<file path="config.mk">
export PLATFORM = sky130hd
export DESIGN_NAME = lzwtd_ctrl
export DESIGN_NICKNAME = d
export VERILOG_FILES = /design/src/hdl/lzwtd_pkg.sv /design/src/hdl/lzwtd_ctrl.sv
export SDC_FILE = /design/constraint.sdc
export NUM_CORES = 1
export LEC_CHECK = 0
export BUFFER_PORTS_ARGS = -buffer_cell sky130_fd_sc_hd__buf_4
export CAP_MARGIN = 20
export CORE_MARGIN = 8
export CORE_UTILIZATION = 45
export DETAILED_ROUTE_END_ITERATION = 8
export HOLD_SLACK_MARGIN = 0.02
export PLACE_DENSITY = 0.75
export SLEW_MARGIN = 20
export SYNTH_ARGS = -nofsm -noshare
export SYNTH_HDL_FRONTEND = slang
export SYNTH_SLANG_ARGS = --single-unit
</file>
<file path="constraint.sdc">
create_clock -name clk -period 1.5 [get_ports clk]
set_clock_uncertainty 0.15 [all_clocks]
set_input_delay 0.15 -clock clk [delete_from_list [all_inputs] [get_ports clk]]
set_output_delay 0.15 -clock clk [all_outputs]
set_load 0.01 [all_outputs]
</file>
<file path="src/hdl/lzwtd_pkg.sv">
// ----------------------------------------------------------------------------
// lzwtd_pkg: shared types and constants of the LZW trie dictionary
// Operation codes, controller commands and datapath status.
// ----------------------------------------------------------------------------
package lzwtd_pkg;

  localparam int MAX_CODE_BITS_DEF = 12;
  localparam int MIN_CODE_BITS     = 9;
  localparam int ROOT_COUNT        = 256;
  localparam int BYTE_W            = 8;
  localparam int CFG_W             = 4;
  localparam int CODE_BITS_RST     = 12;

  typedef enum logic [1:0] {
    OP_LOOKUP = 2'd0,
    OP_INSERT = 2'd1,
    OP_READ   = 2'd2,
    OP_CLEAR  = 2'd3
  } op_t;

  // Source of the shared table read address
  typedef enum logic [2:0] {
    RD_HOLD,
    RD_PREFIX,
    RD_ENTRY,
    RD_HEAD,
    RD_SIB
  } rd_sel_t;

  // Kind of result loaded into the output register
  typedef enum logic [2:0] {
    RES_NULL,
    RES_BYTE,
    RES_FOUND,
    RES_NEW,
    RES_READ,
    RES_CLEAR
  } res_sel_t;

  typedef struct packed {
    logic     load;
    rd_sel_t  rd_sel;
    logic     link_head;
    logic     link_sib;
    logic     append;
    logic     clear;
    logic     res_load;
    res_sel_t res_sel;
  } cmd_t;

  typedef struct packed {
    op_t  op;
    logic has_prefix;
    logic full;
    logic prefix_ok;
    logic head_none;
    logic match;
    logic sib_none;
  } sts_t;

endpackage

</file>
<file path="src/hdl/lzwtd_ctrl.sv">
// ----------------------------------------------------------------------------
// lzwtd_ctrl: operation sequencer of the LZW trie dictionary
// Steps one request through dispatch, child head read, sibling walk,
// link and append, and hands the result to the output register.
// ----------------------------------------------------------------------------
module lzwtd_ctrl
  import lzwtd_pkg::*;
(
  input  logic clk,
  input  logic rst,
  input  logic in_valid,
  output logic in_stall,
  output logic out_valid,
  input  logic out_stall,
  input  sts_t sts,
  output cmd_t cmd
);

  typedef enum logic [2:0] {
    S_IDLE,
    S_DISPATCH,
    S_HEAD_CHK,
    S_WALK,
    S_LINK,
    S_APPEND,
    S_FINISH
  } state_t;

  state_t   state, state_next;
  logic     link_sib, link_sib_next;
  res_sel_t res_sel, res_sel_next;
  logic     out_free;
  logic     is_insert;

  assign in_stall  = (state != S_IDLE);
  assign out_free  = !out_valid || !out_stall;
  assign is_insert = (sts.op == OP_INSERT);

  // Decode state into commands and next state
  always_comb begin
    state_next    = state;
    link_sib_next = link_sib;
    res_sel_next  = res_sel;
    cmd           = '0;
    cmd.rd_sel    = RD_HOLD;
    cmd.res_sel   = res_sel;
    case (state)
      S_IDLE: begin
        if (in_valid) begin
          cmd.load   = 1'b1;
          state_next = S_DISPATCH;
        end
      end
      S_DISPATCH: begin
        state_next = S_FINISH;
        if (sts.op == OP_CLEAR) begin
          cmd.clear    = 1'b1;
          res_sel_next = RES_CLEAR;
        end else if (sts.op == OP_READ) begin
          cmd.rd_sel   = RD_ENTRY;
          res_sel_next = RES_READ;
        end else if (is_insert && sts.full) begin
          res_sel_next = RES_NULL;
        end else if (!sts.has_prefix) begin
          res_sel_next = RES_BYTE;
        end else if (!sts.prefix_ok) begin
          res_sel_next = RES_NULL;
        end else begin
          cmd.rd_sel = RD_PREFIX;
          state_next = S_HEAD_CHK;
        end
      end
      S_HEAD_CHK: begin
        if (sts.head_none) begin
          if (is_insert) begin
            link_sib_next = 1'b0;
            state_next    = S_LINK;
          end else begin
            res_sel_next = RES_NULL;
            state_next   = S_FINISH;
          end
        end else begin
          cmd.rd_sel = RD_HEAD;
          state_next = S_WALK;
        end
      end
      S_WALK: begin
        if (sts.match) begin
          res_sel_next = RES_FOUND;
          state_next   = S_FINISH;
        end else if (sts.sib_none) begin
          if (is_insert) begin
            link_sib_next = 1'b1;
            state_next    = S_LINK;
          end else begin
            res_sel_next = RES_NULL;
            state_next   = S_FINISH;
          end
        end else begin
          cmd.rd_sel = RD_SIB;
        end
      end
      S_LINK: begin
        cmd.link_head = !link_sib;
        cmd.link_sib  = link_sib;
        state_next    = S_APPEND;
      end
      S_APPEND: begin
        cmd.append   = 1'b1;
        res_sel_next = RES_NEW;
        state_next   = S_FINISH;
      end
      S_FINISH: begin
        if (out_free) begin
          cmd.res_load = 1'b1;
          state_next   = S_IDLE;
        end
      end
      default: begin
        state_next = S_IDLE;
      end
    endcase
  end

  // Hold state, walk flags and the output valid
  always_ff @(posedge clk) begin
    if (rst) begin
      state     <= S_IDLE;
      link_sib  <= 1'b0;
      res_sel   <= RES_NULL;
      out_valid <= 1'b0;
    end else begin
      state    <= state_next;
      link_sib <= link_sib_next;
      res_sel  <= res_sel_next;
      if (cmd.res_load) begin
        out_valid <= 1'b1;
      end else if (!out_stall) begin
        out_valid <= 1'b0;
      end
    end
  end

endmodule

</file>
## Yosys cells after proc, flatten, opt, wreduce, memory -nomap -nowiden

Cells that the tools add are included.

- Equal/unequal tests: 19
- Mux-type cells: 47
- Reduce and logical (&&, ||, !) cells: 12

Operator list:

| cell | number |
|---|---|
| 2-to-1 mux 3 bit | 21 |
| one-hot mux 3 bit (7 select lines) | 1 |
| 2-to-1 mux 1 bit | 17 |
| inequality test 2 bit, second input constant | 7 |
| one-hot mux 3 bit (4 select lines) | 1 |
| 2-to-1 mux 2 bit | 5 |
| == test 3 bit, second input constant | 3 |
| one-hot mux 3 bit (3 select lines) | 1 |
| == test 3 x 2 -> 1 bit, second input constant | 2 |
| inequality test 6 bit, second input constant | 1 |
| AND reduction 6 bit | 1 |
| == test 2 bit, second input constant | 2 |
| AND reduction 4 bit | 1 |
| nonzero test 4 bit | 1 |
| == test 3 x 1 -> 1 bit, second input constant | 1 |
| logical NOT 1 bit | 3 |
| logical NOT 3 bit | 1 |
| inequality test 3 bit, second input constant | 1 |
| AND reduction 3 bit | 1 |
| nonzero test 3 bit | 1 |
| == test 2 x 1 -> 1 bit, second input constant | 1 |
| inequality test 2 x 1 -> 1 bit, second input constant | 1 |
| one-hot mux 1 bit (2 select lines) | 1 |
| nonzero test 2 bit | 1 |
| other kinds (2) | 2 |

- Register bits: 8
- Output and inout port bits: 14

## Depth between registers and ports, before layout

Gate-level depths: netlist of the first run.

- Depth in word-level cells: 6
- Mapped depth: 5
- Mapped depth without buffers: 4

## Worst setup path before layout of the first run

Ideal clock, no wire load.

- Kind: register to register
- Start: register state[0]
- End: register state[2]
- Setup time: 130 ps
- Data arrival time: 1086 ps
- Data required time: 1220 ps
- Setup slack: 134 ps
- Cell stages (with the launch flop): 5
- Cells stage by stage: dfxtp_1 or3_1 nand2b_1 a21oi_1 nor3_1

- Longest elaborated chain between the ends: 3
- Elaborated cells on any way between the ends: 12

Ends and longest elaborated chain:

| what | RTL line | source |
|---|---|---|
| start, declared | lzwtd_ctrl.sv:29 | `state_t state, state_next;` |
| start signal, assigned | lzwtd_ctrl.sv:133 | `state <= state_next;` |
| == test 3 x 2 -> 1 bit (tied with other cells) | lzwtd_ctrl.sv:47 | `case (state)` |
| inequality test 3 bit (no line) or inequality test 2 bit (tied branches) | n/a |  |
| AND reduction 3 bit (no line) | n/a |  |

Several ways; a longest one is shown, not always the timed one.
A chain may end at the register's enable or synchronous reset.

==> flow_metrics.tcl, run 1 <==
set metrics [dict create \
    placed_area_sq_um 873 \
    netlist.area_leader.share_pct 25.9 \
    numCtsBuffers 3 \
    p_seq_share_pct 30.9 \
    ir_worst_vdd_mv 0.438 \
    slew_viol_final 0 \
    reg2reg_from "state[1]" \
    maxSlewHeadroom_pct 65.2 \
    synth_top_area_cell "dfxtp_1" \
    synth_area_per_cell_sq_um 7.82 \
    fmax_mhz 614 \
    synthSimpleGateAreaFrac_pct 35.6 \
    min_path_type "in2reg" \
    r2r_cells 4 \
    period_share_pct 109 \
    hold-path-cell-count 3 \
    power_leakage_nw 0.473 \
    first_pass_iters 4 \
    synth_cell_types 37 \
    initial_utilization_pct 48.1 \
    grt_pass1_vias 727 \
    place_congestion 0.859 \
    diodes 0 \
    mostFrequentLayoutCell "buf_4" \
    yosys_warnings 0 \
    synth_compound_area_share_pct 31.8 \
    r2r_end "res_sel[1]" \
    synth_adder_area_share_pct 0 \
    drc 0 \
    antenna_found_initial 0 \
    cap_violations 0 \
    wl_um 2320 \
    wire_per_inst_um 17.1 \
    area_delta_synth_final_pct 69.0 \
    die_h_um 53.1 \
    clock-root-buffer "clkbuf_4" \
    synth_area_leaders "dfxtp_1, a21oi_1, nor2_1, a211oi_1, and4bb_1" \
    path_max_fanout 6 \
    grt-ovfl-total 0 \
    combPwrFrac_pct 48.1 \
    synth_edf_count 0 \
    failed_checks "setup timing" \
    rsz0062_at_grt "true" \
    clock_path_buffers 2 \
    hold_viol_final 0 \
    synth-xor-area-share_pct 0 \
    path_class "reg2out" \
    switching_share_pct 34.8 \
    clk_pin_slew_worst_paths_ns 0.06 \
    finalWorstPathRequiredPeriod_ns 1.63 \
    worstMarginPinSlew_ns 0.518 \
    required_ns 1.20 \
    pwr-share-clk_pct 21.0 \
    min_to "out_valid" \
    switchingPower_mw 0.295 \
    setup_slack_ns -0.129 \
    worstPathArrival_ns 1.33 \
    status "finished, violations left" \
    ys_ff_latch 8 \
    die_width_um 53.1 \
    async_flop_share_pct 0 \
    clock-sinks 8 \
    syn_inst 79 \
    grt_max_degree 11 \
    viasPerCell 5.84 \
    dp_slack_ns -0.0352 \
    synthFlopType "dfxtp_1" \
    clock_latency_ns 0.26 \
    vias 794 \
    finalSetupViolations 14 \
    cp-start-kind "flop" \
    final_area_sq_um 1040 \
    grt_pass1_wl_um 3450 \
    htreeDepth 1 \
    synthMuxAreaShare_pct 0 \
    io_buffers 25 \
    antenna_left 0 \
    layout_common_cells "buf_4, nor2_1, a21oi_1, dfxtp_1, inv_1" \
    netlist_area_sq_um 618 \
    grt_use_total_pct 16.1 \
    fin_nets 135 \
    rows 13 \
    syn_nets 91 \
    cts_tree "yes" \
    p_int_mw 0.554 \
    core-area_sq_um 1280 \
    synth_top_family_by_area "simple AND/OR/NAND/NOR gates" \
    hpwl_um 1340 \
    die_area_sq_um 2820 \
    powerDensity_nw_per_um2 813 \
    critPathCaptureType "output port" \
    drt_iter0_drc 31 \
    r2r_slack_ns -0.08 \
    top_level_ports 26 \
    min-delay-start "out_stall" \
    yosysSeqAreaShare_pct 25.9 \
    drive_gt1_share_pct 52.9 \
]
-- final cells by class --
cell class,instances,area [sq um]
timing repair buffer,44,342
fill,91,240
inverter,4,15.0
multi-input combinational,62,475
sequential,8,171
clock buffer,3,22.5
tap,15,18.8
-- kinds of logic after synthesis --
group,after synthesis
compound gates,28
flops,8
buf+inv,9
simple gates,34
-- synth_stat cells, types with 3 or more instances --
| cell | n |
|---|---|
| nand2_1 | 3 |
| inv_1 | 4 |
| nor2_1 | 9 |
| dfxtp_1 | 8 |
| nor3b_1 | 3 |
| buf_2 | 3 |
| nand2b_1 | 3 |
| a21oi_1 | 9 |
| a211oi_1 | 4 |
-- state kept, by name, summed over array words and instances, names as in the netlist --
name and cells:
res_sel 3, state 3, link_sib 1, out_valid 1
-- per-layer routing --
layer | track usage [%] | up-vias | part of all wire [%]
li1 | - | 376 | -
met1 | 19.2 | 360 | 41
met2 | 25.4 | 49 | 48
met3 | 3.64 | 9 | 8.4
met4 | 9.66 | 0 | 3.0
met5 | 0 | - | 0
-- critical path, cell delays in order, from the launching register on --
cell	delay, ns
dfxtp_4	0.37
buf_6	0.13
or3_4	0.35
nor2_4	0.11
buf_6	0.10
-- how the worst max path moves through the flow --
| stage | cells past startpoint | end | startpoint | slack [ns] |
|---|---|---|---|---|
| after floorplan | 4 | state[2] | state[0] | 0.13 |
| after global placement | 5 | state[2] | state[1] | -0.004 |
| after detailed placement | 5 | state[2] | state[1] | -0.04 |
| after CTS | 4 | cmd[11] | state[1] | -0.11 |
| after global routing | 4 | cmd[11] | state[1] | -0.17 |
| final | 4 | cmd[11] | state[1] | -0.13 |
-- stage by stage --
stage,hold slack [ns],power (mW),util (%),setup TNS [ns],std cells
final,0.0661,0.849,81.3,-1.05,136
after global routing,0.0742,0.894,81.3,-1.62,136
after CTS,0.0380,0.797,76.7,-0.490,132
after detailed placement,0.252,0.574,68.0,-0.0352,124
after global placement,0.251,0.570,68.0,-0.00401,124
after floorplan,0.167,0.436,-,0,79
-- power groups by stage --
stage	Sequential (mW)	Combinational (mW)	Clock, mW
global route	0.265	0.438	0.191
floorplan	0.257	0.179	0
finish	0.263	0.409	0.178
detailed placement	0.262	0.312	0
CTS	0.259	0.362	0.176
global placement	0.260	0.311	0
-- what timing repair did --
| action | 4_1_cts | 5_1_grt |
|---|---|---|
| hold buffers | 1 | 0 |
| pin swaps | 8 | 7 |
| cloned | 0 | 0 |
| buffers inserted | 5 | 5 |
| hold endpoints to repair | 6 | 0 |
| gates resized for setup | 16 | 8 |
| endpoints found under the setup margin | 14 | 14 |
No activity file was read; power rests on OpenSTA's default activity.
==> inputs of run 2 (changes only) <==
- CORE_MARGIN: 8 -> not set
==> run 2 against run 1 <==
  * The flow now stops in global routing
  * Synthesized area unchanged
  * Synthesized cell count unchanged
==> flow_metrics.tcl, run 2 <==
set metrics [dict create \
    postGrtWorstEndpoint "cmd[11]" \
    netlist_area_sq_um 618 \
    syn_nets 91 \
    rows 12 \
    io_buffers 25 \
    synthTopCellsByCount "a21oi_1, nor2_1, dfxtp_1, a211oi_1, inv_1" \
    numCtsBuffers 3 \
    synth_cell_types 37 \
    antenna_found_initial 0 \
    synth_top_area_cell "dfxtp_1" \
    yosys_warnings 0 \
    synth_edf_count 0 \
    ys_ff_latch 8 \
    die_width_um 39.1 \
    top_level_ports 26 \
    failed_stage "global routing" \
    clock-sinks 8 \
    die_h_um 39.1 \
    yosysSeqAreaShare_pct 25.9 \
    synth_area_per_cell_sq_um 7.82 \
    synthFlopType "dfxtp_1" \
    synth_area_leaders "dfxtp_1, a21oi_1, nor2_1, a211oi_1, and4bb_1" \
    hpwl_um 1210 \
    initial_utilization_pct 52.1 \
    async_flop_share_pct 0 \
    error "[ERROR DPL-0033] detailed placement checks failed during check placement." \
    worstEndpointType "primary output" \
    status "did not finish" \
    grt_max_degree 11 \
    netlist.area_leader.share_pct 25.9 \
    place_congestion 0.857 \
    place_inst 122 \
    clock-root-buffer "clkbuf_4" \
    htreeDepth 1 \
    syn_inst 79 \
    clock_path_buffers 2 \
]
run 2: kinds of logic after synthesis:
logic type	Yosys count	share of synthesized area [%]
compound gates	28	31.8
flops	8	25.9
buf+inv	9	6.68
simple gates	34	35.6
run 2: repair_timing:
action	in CTS
setup buffers	7
gates resized for setup	19
setup endpoints to repair	15
cloned	0
pin swaps	6
hold buffers	1
endpoints found under the hold margin	7
run 2: metrics by stage:
stage / TNS, ns / cell area (sq um) / utilization (%) / setup slack [ns] / hold WS (ns)
2_1_floorplan: 0 / 618 / - / 0.134 / 0.167
3_3_place_gp: -0.199 / 865 / 72.9 / -0.0973 / 0.251
3_5_place_dp: -0.195 / 865 / 72.9 / -0.0499 / 0.253
4_1_cts: -0.483 / 1000 / 84.3 / -0.139 / 0.0391
==> inputs of run 3 (changes only) <==
- CORE_AREA: not set -> 2 2 63 65
- CORE_UTILIZATION: 45 -> not set
- DIE_AREA: not set -> 0 0 65 67
- HOLD_SLACK_MARGIN: 0.02 -> not set
- PLACE_DENSITY: 0.75 -> not set
- PLACE_DENSITY_LB_ADDON: not set -> 0.15
==> run 3 against run 2 <==
  * The flow now finishes, with violations (setup timing)
==> flow_metrics.tcl, run 3 (synthesis results as in run 1) <==
set metrics [dict create \
    cap_violations 0 \
    clock-sinks 8 \
    power_leakage_nw 0.491 \
    status "finished, violations left" \
    grt_pass1_wl_um 3470 \
    r2r_cells 7 \
    grt_use_total_pct 10.7 \
    cp.depth 4 \
    initial_utilization_pct 17.1 \
    io_buffers 25 \
    holdBufCountCts 0 \
    worstMarginPinSlew_ns 0.402 \
    finalWorstPathRequiredPeriod_ns 1.62 \
    dp_slack_ns -0.0372 \
    critical-path-max-stage-delay_ns 0.39 \
    antenna_left 0 \
    whs_ns 0.0119 \
    path_buf_inv 2 \
    rows 22 \
    powerDensity_nw_per_um2 854 \
    path_class "reg2out" \
    setup_slack_ns -0.121 \
    vias 763 \
    htreeDepth 1 \
    die_h_um 67 \
    clock-root-buffer "clkbuf_8" \
    worstPathCellList "buf_6 -> or3_4 -> nor2_2 -> buf_4" \
    cts_tree "yes" \
    first_pass_iters 4 \
    antenna_found_initial 0 \
    slew_viol_final 0 \
    top_regs "res_sel x3, state x3" \
    maxSlewHeadroom_pct 73.0 \
    grt_max_degree 11 \
    wire_per_inst_um 13.6 \
    grt-ovfl-total 0 \
    top_level_ports 26 \
    clock_path_buffers 2 \
    grt_pass1_vias 741 \
    fin_nets 132 \
    final_cells 166 \
    clock_latency_ns 0.23 \
    viasPerCell 4.60 \
    crit_family "simple AND/OR/NAND/NOR gates" \
    diodes 0 \
    place_inst 156 \
    worstPathArrival_ns 1.32 \
    clk_pin_slew_worst_paths_ns 0.05 \
    path_max_fanout 6 \
    failed_checks "setup timing" \
    core-area_sq_um 3610 \
    period_share_pct 108 \
    place_congestion 0.790 \
    mostFrequentLayoutCell "buf_4" \
    critPathCaptureType "output port" \
    hold-path-cell-count 2 \
    drive_gt1_share_pct 59.3 \
    die_area_sq_um 4360 \
    drc 0 \
    rsz0062_at_grt "true" \
    finalSetupViolations 11 \
    min_path_type "in2reg" \
    slowest_stage "or3_4" \
    drt_iter0_drc 11 \
    cp-start-kind "flop" \
    area_delta_synth_final_pct 90.9 \
    die_width_um 65 \
    layout_common_cells "buf_4, buf_6, nor2_1, a21oi_2, dfxtp_1" \
    ir_worst_vdd_mv 0.223 \
    required_ns 1.20 \
    wl_um 2260 \
    fmax_mhz 617 \
    setup_tns_ns -0.563 \
    hpwl_um 1530 \
    numCtsBuffers 3 \
    hold_viol_final 0 \
]
==> run 3: final timing paths <==
| kind | start | end | slack, ns |
|---|---|---|---|
| setup / recovery | state[0] | cmd[11] | -0.12 |
| hold reg to reg | res_sel[1] | res_sel[1] | 0.33 |
| setup reg to reg | state[1] | state[0] | -0.04 |
| hold / removal | rst | state[0] | 0.01 |
==> run 3: power breakdown <==
part           switching [mW]  internal, mW
Sequential             0.0295         0.236
Clock                  0.0964         0.175
Combinational           0.200         0.271
Total                   0.326         0.682
==> run 3: metrics by stage <==
stage / util, % / cell area (sq um) / total power [mW]
2_1_floorplan: - / 618 / 0.436
3_3_place_gp: 25.2 / 907 / 0.588
3_5_place_dp: 25.2 / 907 / 0.590
4_1_cts: 29.6 / 1070 / 0.937
5_1_grt: 32.7 / 1180 / 1.07
6_report: 32.7 / 1180 / 1.01
==> run 3: repair_timing <==
action / CTS / global route
pin swaps: 8 / 11
setup endpoints to repair: 15 / 17
endpoints found under the hold margin: 0 / 0
buffers inserted: 7 / 0
resized for setup: 18 / 21
==> run 3: metal layers <==
layer	vias up	track usage, %	share of wire (%)
li1	372	-	-
met1	368	12.6	41
met2	21	18.9	52
met3	2	0.676	5.6
met4	0	6.38	1.2
met5	-	0	0
==> run 3: final cells by class <==
| class | instances | area, sq um |
|---|---|---|
| Timing Repair Buffer | 41 | 342 |
| Sequential cell | 8 | 171 |
| Inverter | 4 | 15.0 |
| Clock buffer | 3 | 41.3 |
| Fill cell | 376 | 2430 |
| Multi-Input combinational cell | 62 | 551 |
| Tap cell | 48 | 60.1 |
==> run 3: worst reg2reg max path, cell delays in order, from the launching register on <==
cell and delay (ns):
dfxtp_4 0.38, buf_6 0.14, buf_4 0.11, buf_4 0.09
or3b_4 0.37, a21oi_2 0.12, nor2_1 0.05, nor2_1 0.07
==> inputs of run 4 (changes only) <==
- ABC_AREA: not set -> 1
- clock period: 1.5 -> 1.6 ns (I/O delays scaled with it)
==> run 4 against run 3 <==
  * Via count down 9.6%
  * Clock power fell by 9.2%
  * Critical path depth increased by 2
  * Flip-flop and latch count stayed put
  * Sequential power increased by 12%
  * The run now ends clean
  * Register-to-register slack improved by 0.26 ns
  * Critical path type unchanged
  * Critical endpoint is now cmd[8]
==> flow_metrics.tcl, run 4 <==
set metrics [dict create \
    slowest_stage "dfxtp_2" \
    vias 690 \
    final_area_sq_um 865 \
    grt_pass1_wl_um 2680 \
    finalWorstPathRequiredPeriod_ns 1.53 \
    worstPathCellList "inv_2 -> nand2_1 -> nor2_2 -> inv_2 -> nand2_2 -> buf_4" \
    diodes 0 \
    io_buffers 25 \
    die_area_sq_um 4360 \
    netlist_area_sq_um 553 \
    synth_area_leaders "dfxtp_1, nand2_1, nor2_1, a21oi_1, inv_1" \
    fin_nets 139 \
    fmax_mhz 653 \
    hold_viol_final 0 \
    clk_pin_slew_worst_paths_ns 0.04 \
    synth_edf_count 0 \
    htreeDepth 1 \
    crit_start "state[2]" \
    grt_pass1_vias 644 \
    topRoutingLayerUsed "met4" \
    numCtsBuffers 3 \
    period_share_pct 95.7 \
    crit_family "simple AND/OR/NAND/NOR gates" \
    drt_iter0_drc 32 \
    drive_gt1_share_pct 35.2 \
    finalSetupViolations 0 \
    power_leakage_nw 0.407 \
    timing.critical_path.mode_cell "inv_2" \
    wl_um 1730 \
    synth_top_area_cell "dfxtp_1" \
    slew_viol_final 0 \
    holdBufCountCts 0 \
    cap_violations 0 \
    netlist.area_leader.share_pct 29.0 \
    grt_max_degree 9 \
    r2r_end "state[0]" \
    critPathCaptureType "output port" \
    path_max_fanout 6 \
    rsz0062_at_grt "false" \
    wl_met1_um 837 \
    min_path_type "in2reg" \
    async_flop_share_pct 0 \
    reg2reg_from "state[2]" \
    path_buf_inv 3 \
    clock-sinks 8 \
    setup_tns_ns 0 \
    antenna_found_initial 0 \
    wire_per_inst_um 9.98 \
    hpwl_um 1440 \
    clock_latency_ns 0.23 \
    die_width_um 65 \
    ir_worst_vdd_mv 0.239 \
    top_regs "res_sel x3, state x3" \
    hold-path-cell-count 2 \
    grt_use_total_pct 8.41 \
    top_level_ports 26 \
    maxSlewHeadroom_pct 82.2 \
    core-area_sq_um 3610 \
    layout_common_cells "nand2_1, buf_4, nor2_1, inv_1, a21oi_1" \
    placed_area_sq_um 790 \
    rows 22 \
    first_pass_iters 4 \
    viasPerCell 3.99 \
    mostFrequentLayoutCell "nand2_1" \
    synth_cell_types 17 \
    r2r_slack_ns 0.22 \
    wl_met2_um 735 \
    nFillCells 405 \
    initial_utilization_pct 15.3 \
    clock-root-buffer "clkbuf_8" \
    yosysSeqAreaShare_pct 29.0 \
    antenna_left 0 \
    drc 0 \
    grt-ovfl-total 0 \
    required_ns 1.29 \
    worstPathArrival_ns 1.22 \
    yosys_warnings 0 \
    powerDensity_nw_per_um2 1160 \
    cts_tree "yes" \
    ys_ff_latch 8 \
    min-delay-start "rst" \
    place_congestion 0.849 \
    synth_area_per_cell_sq_um 5.64 \
    path_class "reg2out" \
    clock_path_buffers 2 \
    synthFlopType "dfxtp_1" \
    die_h_um 67 \
    r2r_cells 6 \
    area_delta_synth_final_pct 56.3 \
    worstMarginPinSlew_ns 0.266 \
    cp-start-kind "flop" \
    syn_inst 98 \
    critical-path-max-stage-delay_ns 0.35 \
    synthTopCellsByCount "nand2_1, nor2_1, inv_1, a21oi_1, dfxtp_1" \
    status "complete, no violations" \
    min_to "state[0]" \
    met3_length_um 104 \
    synth.most_common_cell "nand2_1" \
    syn_nets 110 \
]
## run 4: cell count changes after synthesis, moves of 4 or more
cell / delta
nand2_1: +27
inv_1: +8
nor2_1: +7
nand3_1: +6
a211oi_1: -4
## run 4: worst max path at each step
stage                     slack [ns]  endpoint  depth (start not counted)
after floorplan                 0.26  state[2]                          7
after global placement           0.1  state[0]                          6
after detailed placement        0.12  state[0]                          6
after CTS                       0.03    cmd[9]                          5
after global routing           0.009    cmd[8]                          6
final                           0.07    cmd[8]                          6
## run 4: cell families after synthesis
family / share of synthesized area, %
AND/OR/NAND/NOR: 45.0
AO/OA/AOI/OAI: 15.2
buffers and inverters: 10.9
flip-flops: 29.0
## run 4: routing by layer
layer,global-route usage [%],up-vias
met4,6.38,0
li1,-,369
met1,10.1,293
met2,13.1,23
met3,1.69,5
met5,0,-
## run 4: area by class of cell
| type | instances | area (sq um) | area share [%] |
|---|---|---|---|
| well taps | 48 | 60.1 | 6.95 |
| repair buffers | 26 | 195 | 22.6 |
| clock buffers | 3 | 41.3 | 4.78 |
| multi-input cells | 75 | 353 | 40.8 |
| inverters | 13 | 48.8 | 5.64 |
| flip-flops and latches | 8 | 166 | 19.2 |
## run 4: power by group
| group | internal, mW | switching (mW) | leakage (nW) | total, mW |
|---|---|---|---|---|
| combinational | 0.203 | 0.258 | 0.319 | 0.461 |
| sequential | 0.243 | 0.0531 | 0.0666 | 0.296 |
| clock | 0.163 | 0.0828 | 0.0216 | 0.246 |
## run 4: per-stage QoR
step           hold WS [ns]  utilization (%)  std cells  worst slack (ns)  total power, mW
6_report             0.0182             24.0        173            0.0684             1.00
5_1_grt              0.0299             24.0        173           0.00851             1.08
4_1_cts              0.0178             23.3        172            0.0253            0.972
3_5_place_dp          0.263             21.9        169             0.121            0.710
3_3_place_gp          0.264             21.9        169            0.0962            0.718
2_1_floorplan         0.174                -         98             0.263            0.547
## run 4: repair_timing
| action | CTS | global route |
|---|---|---|
| resized for setup | 5 | 8 |
| buffers inserted | 0 | 1 |
| pin swaps | 0 | 2 |
| setup endpoints to repair | 2 | 3 |
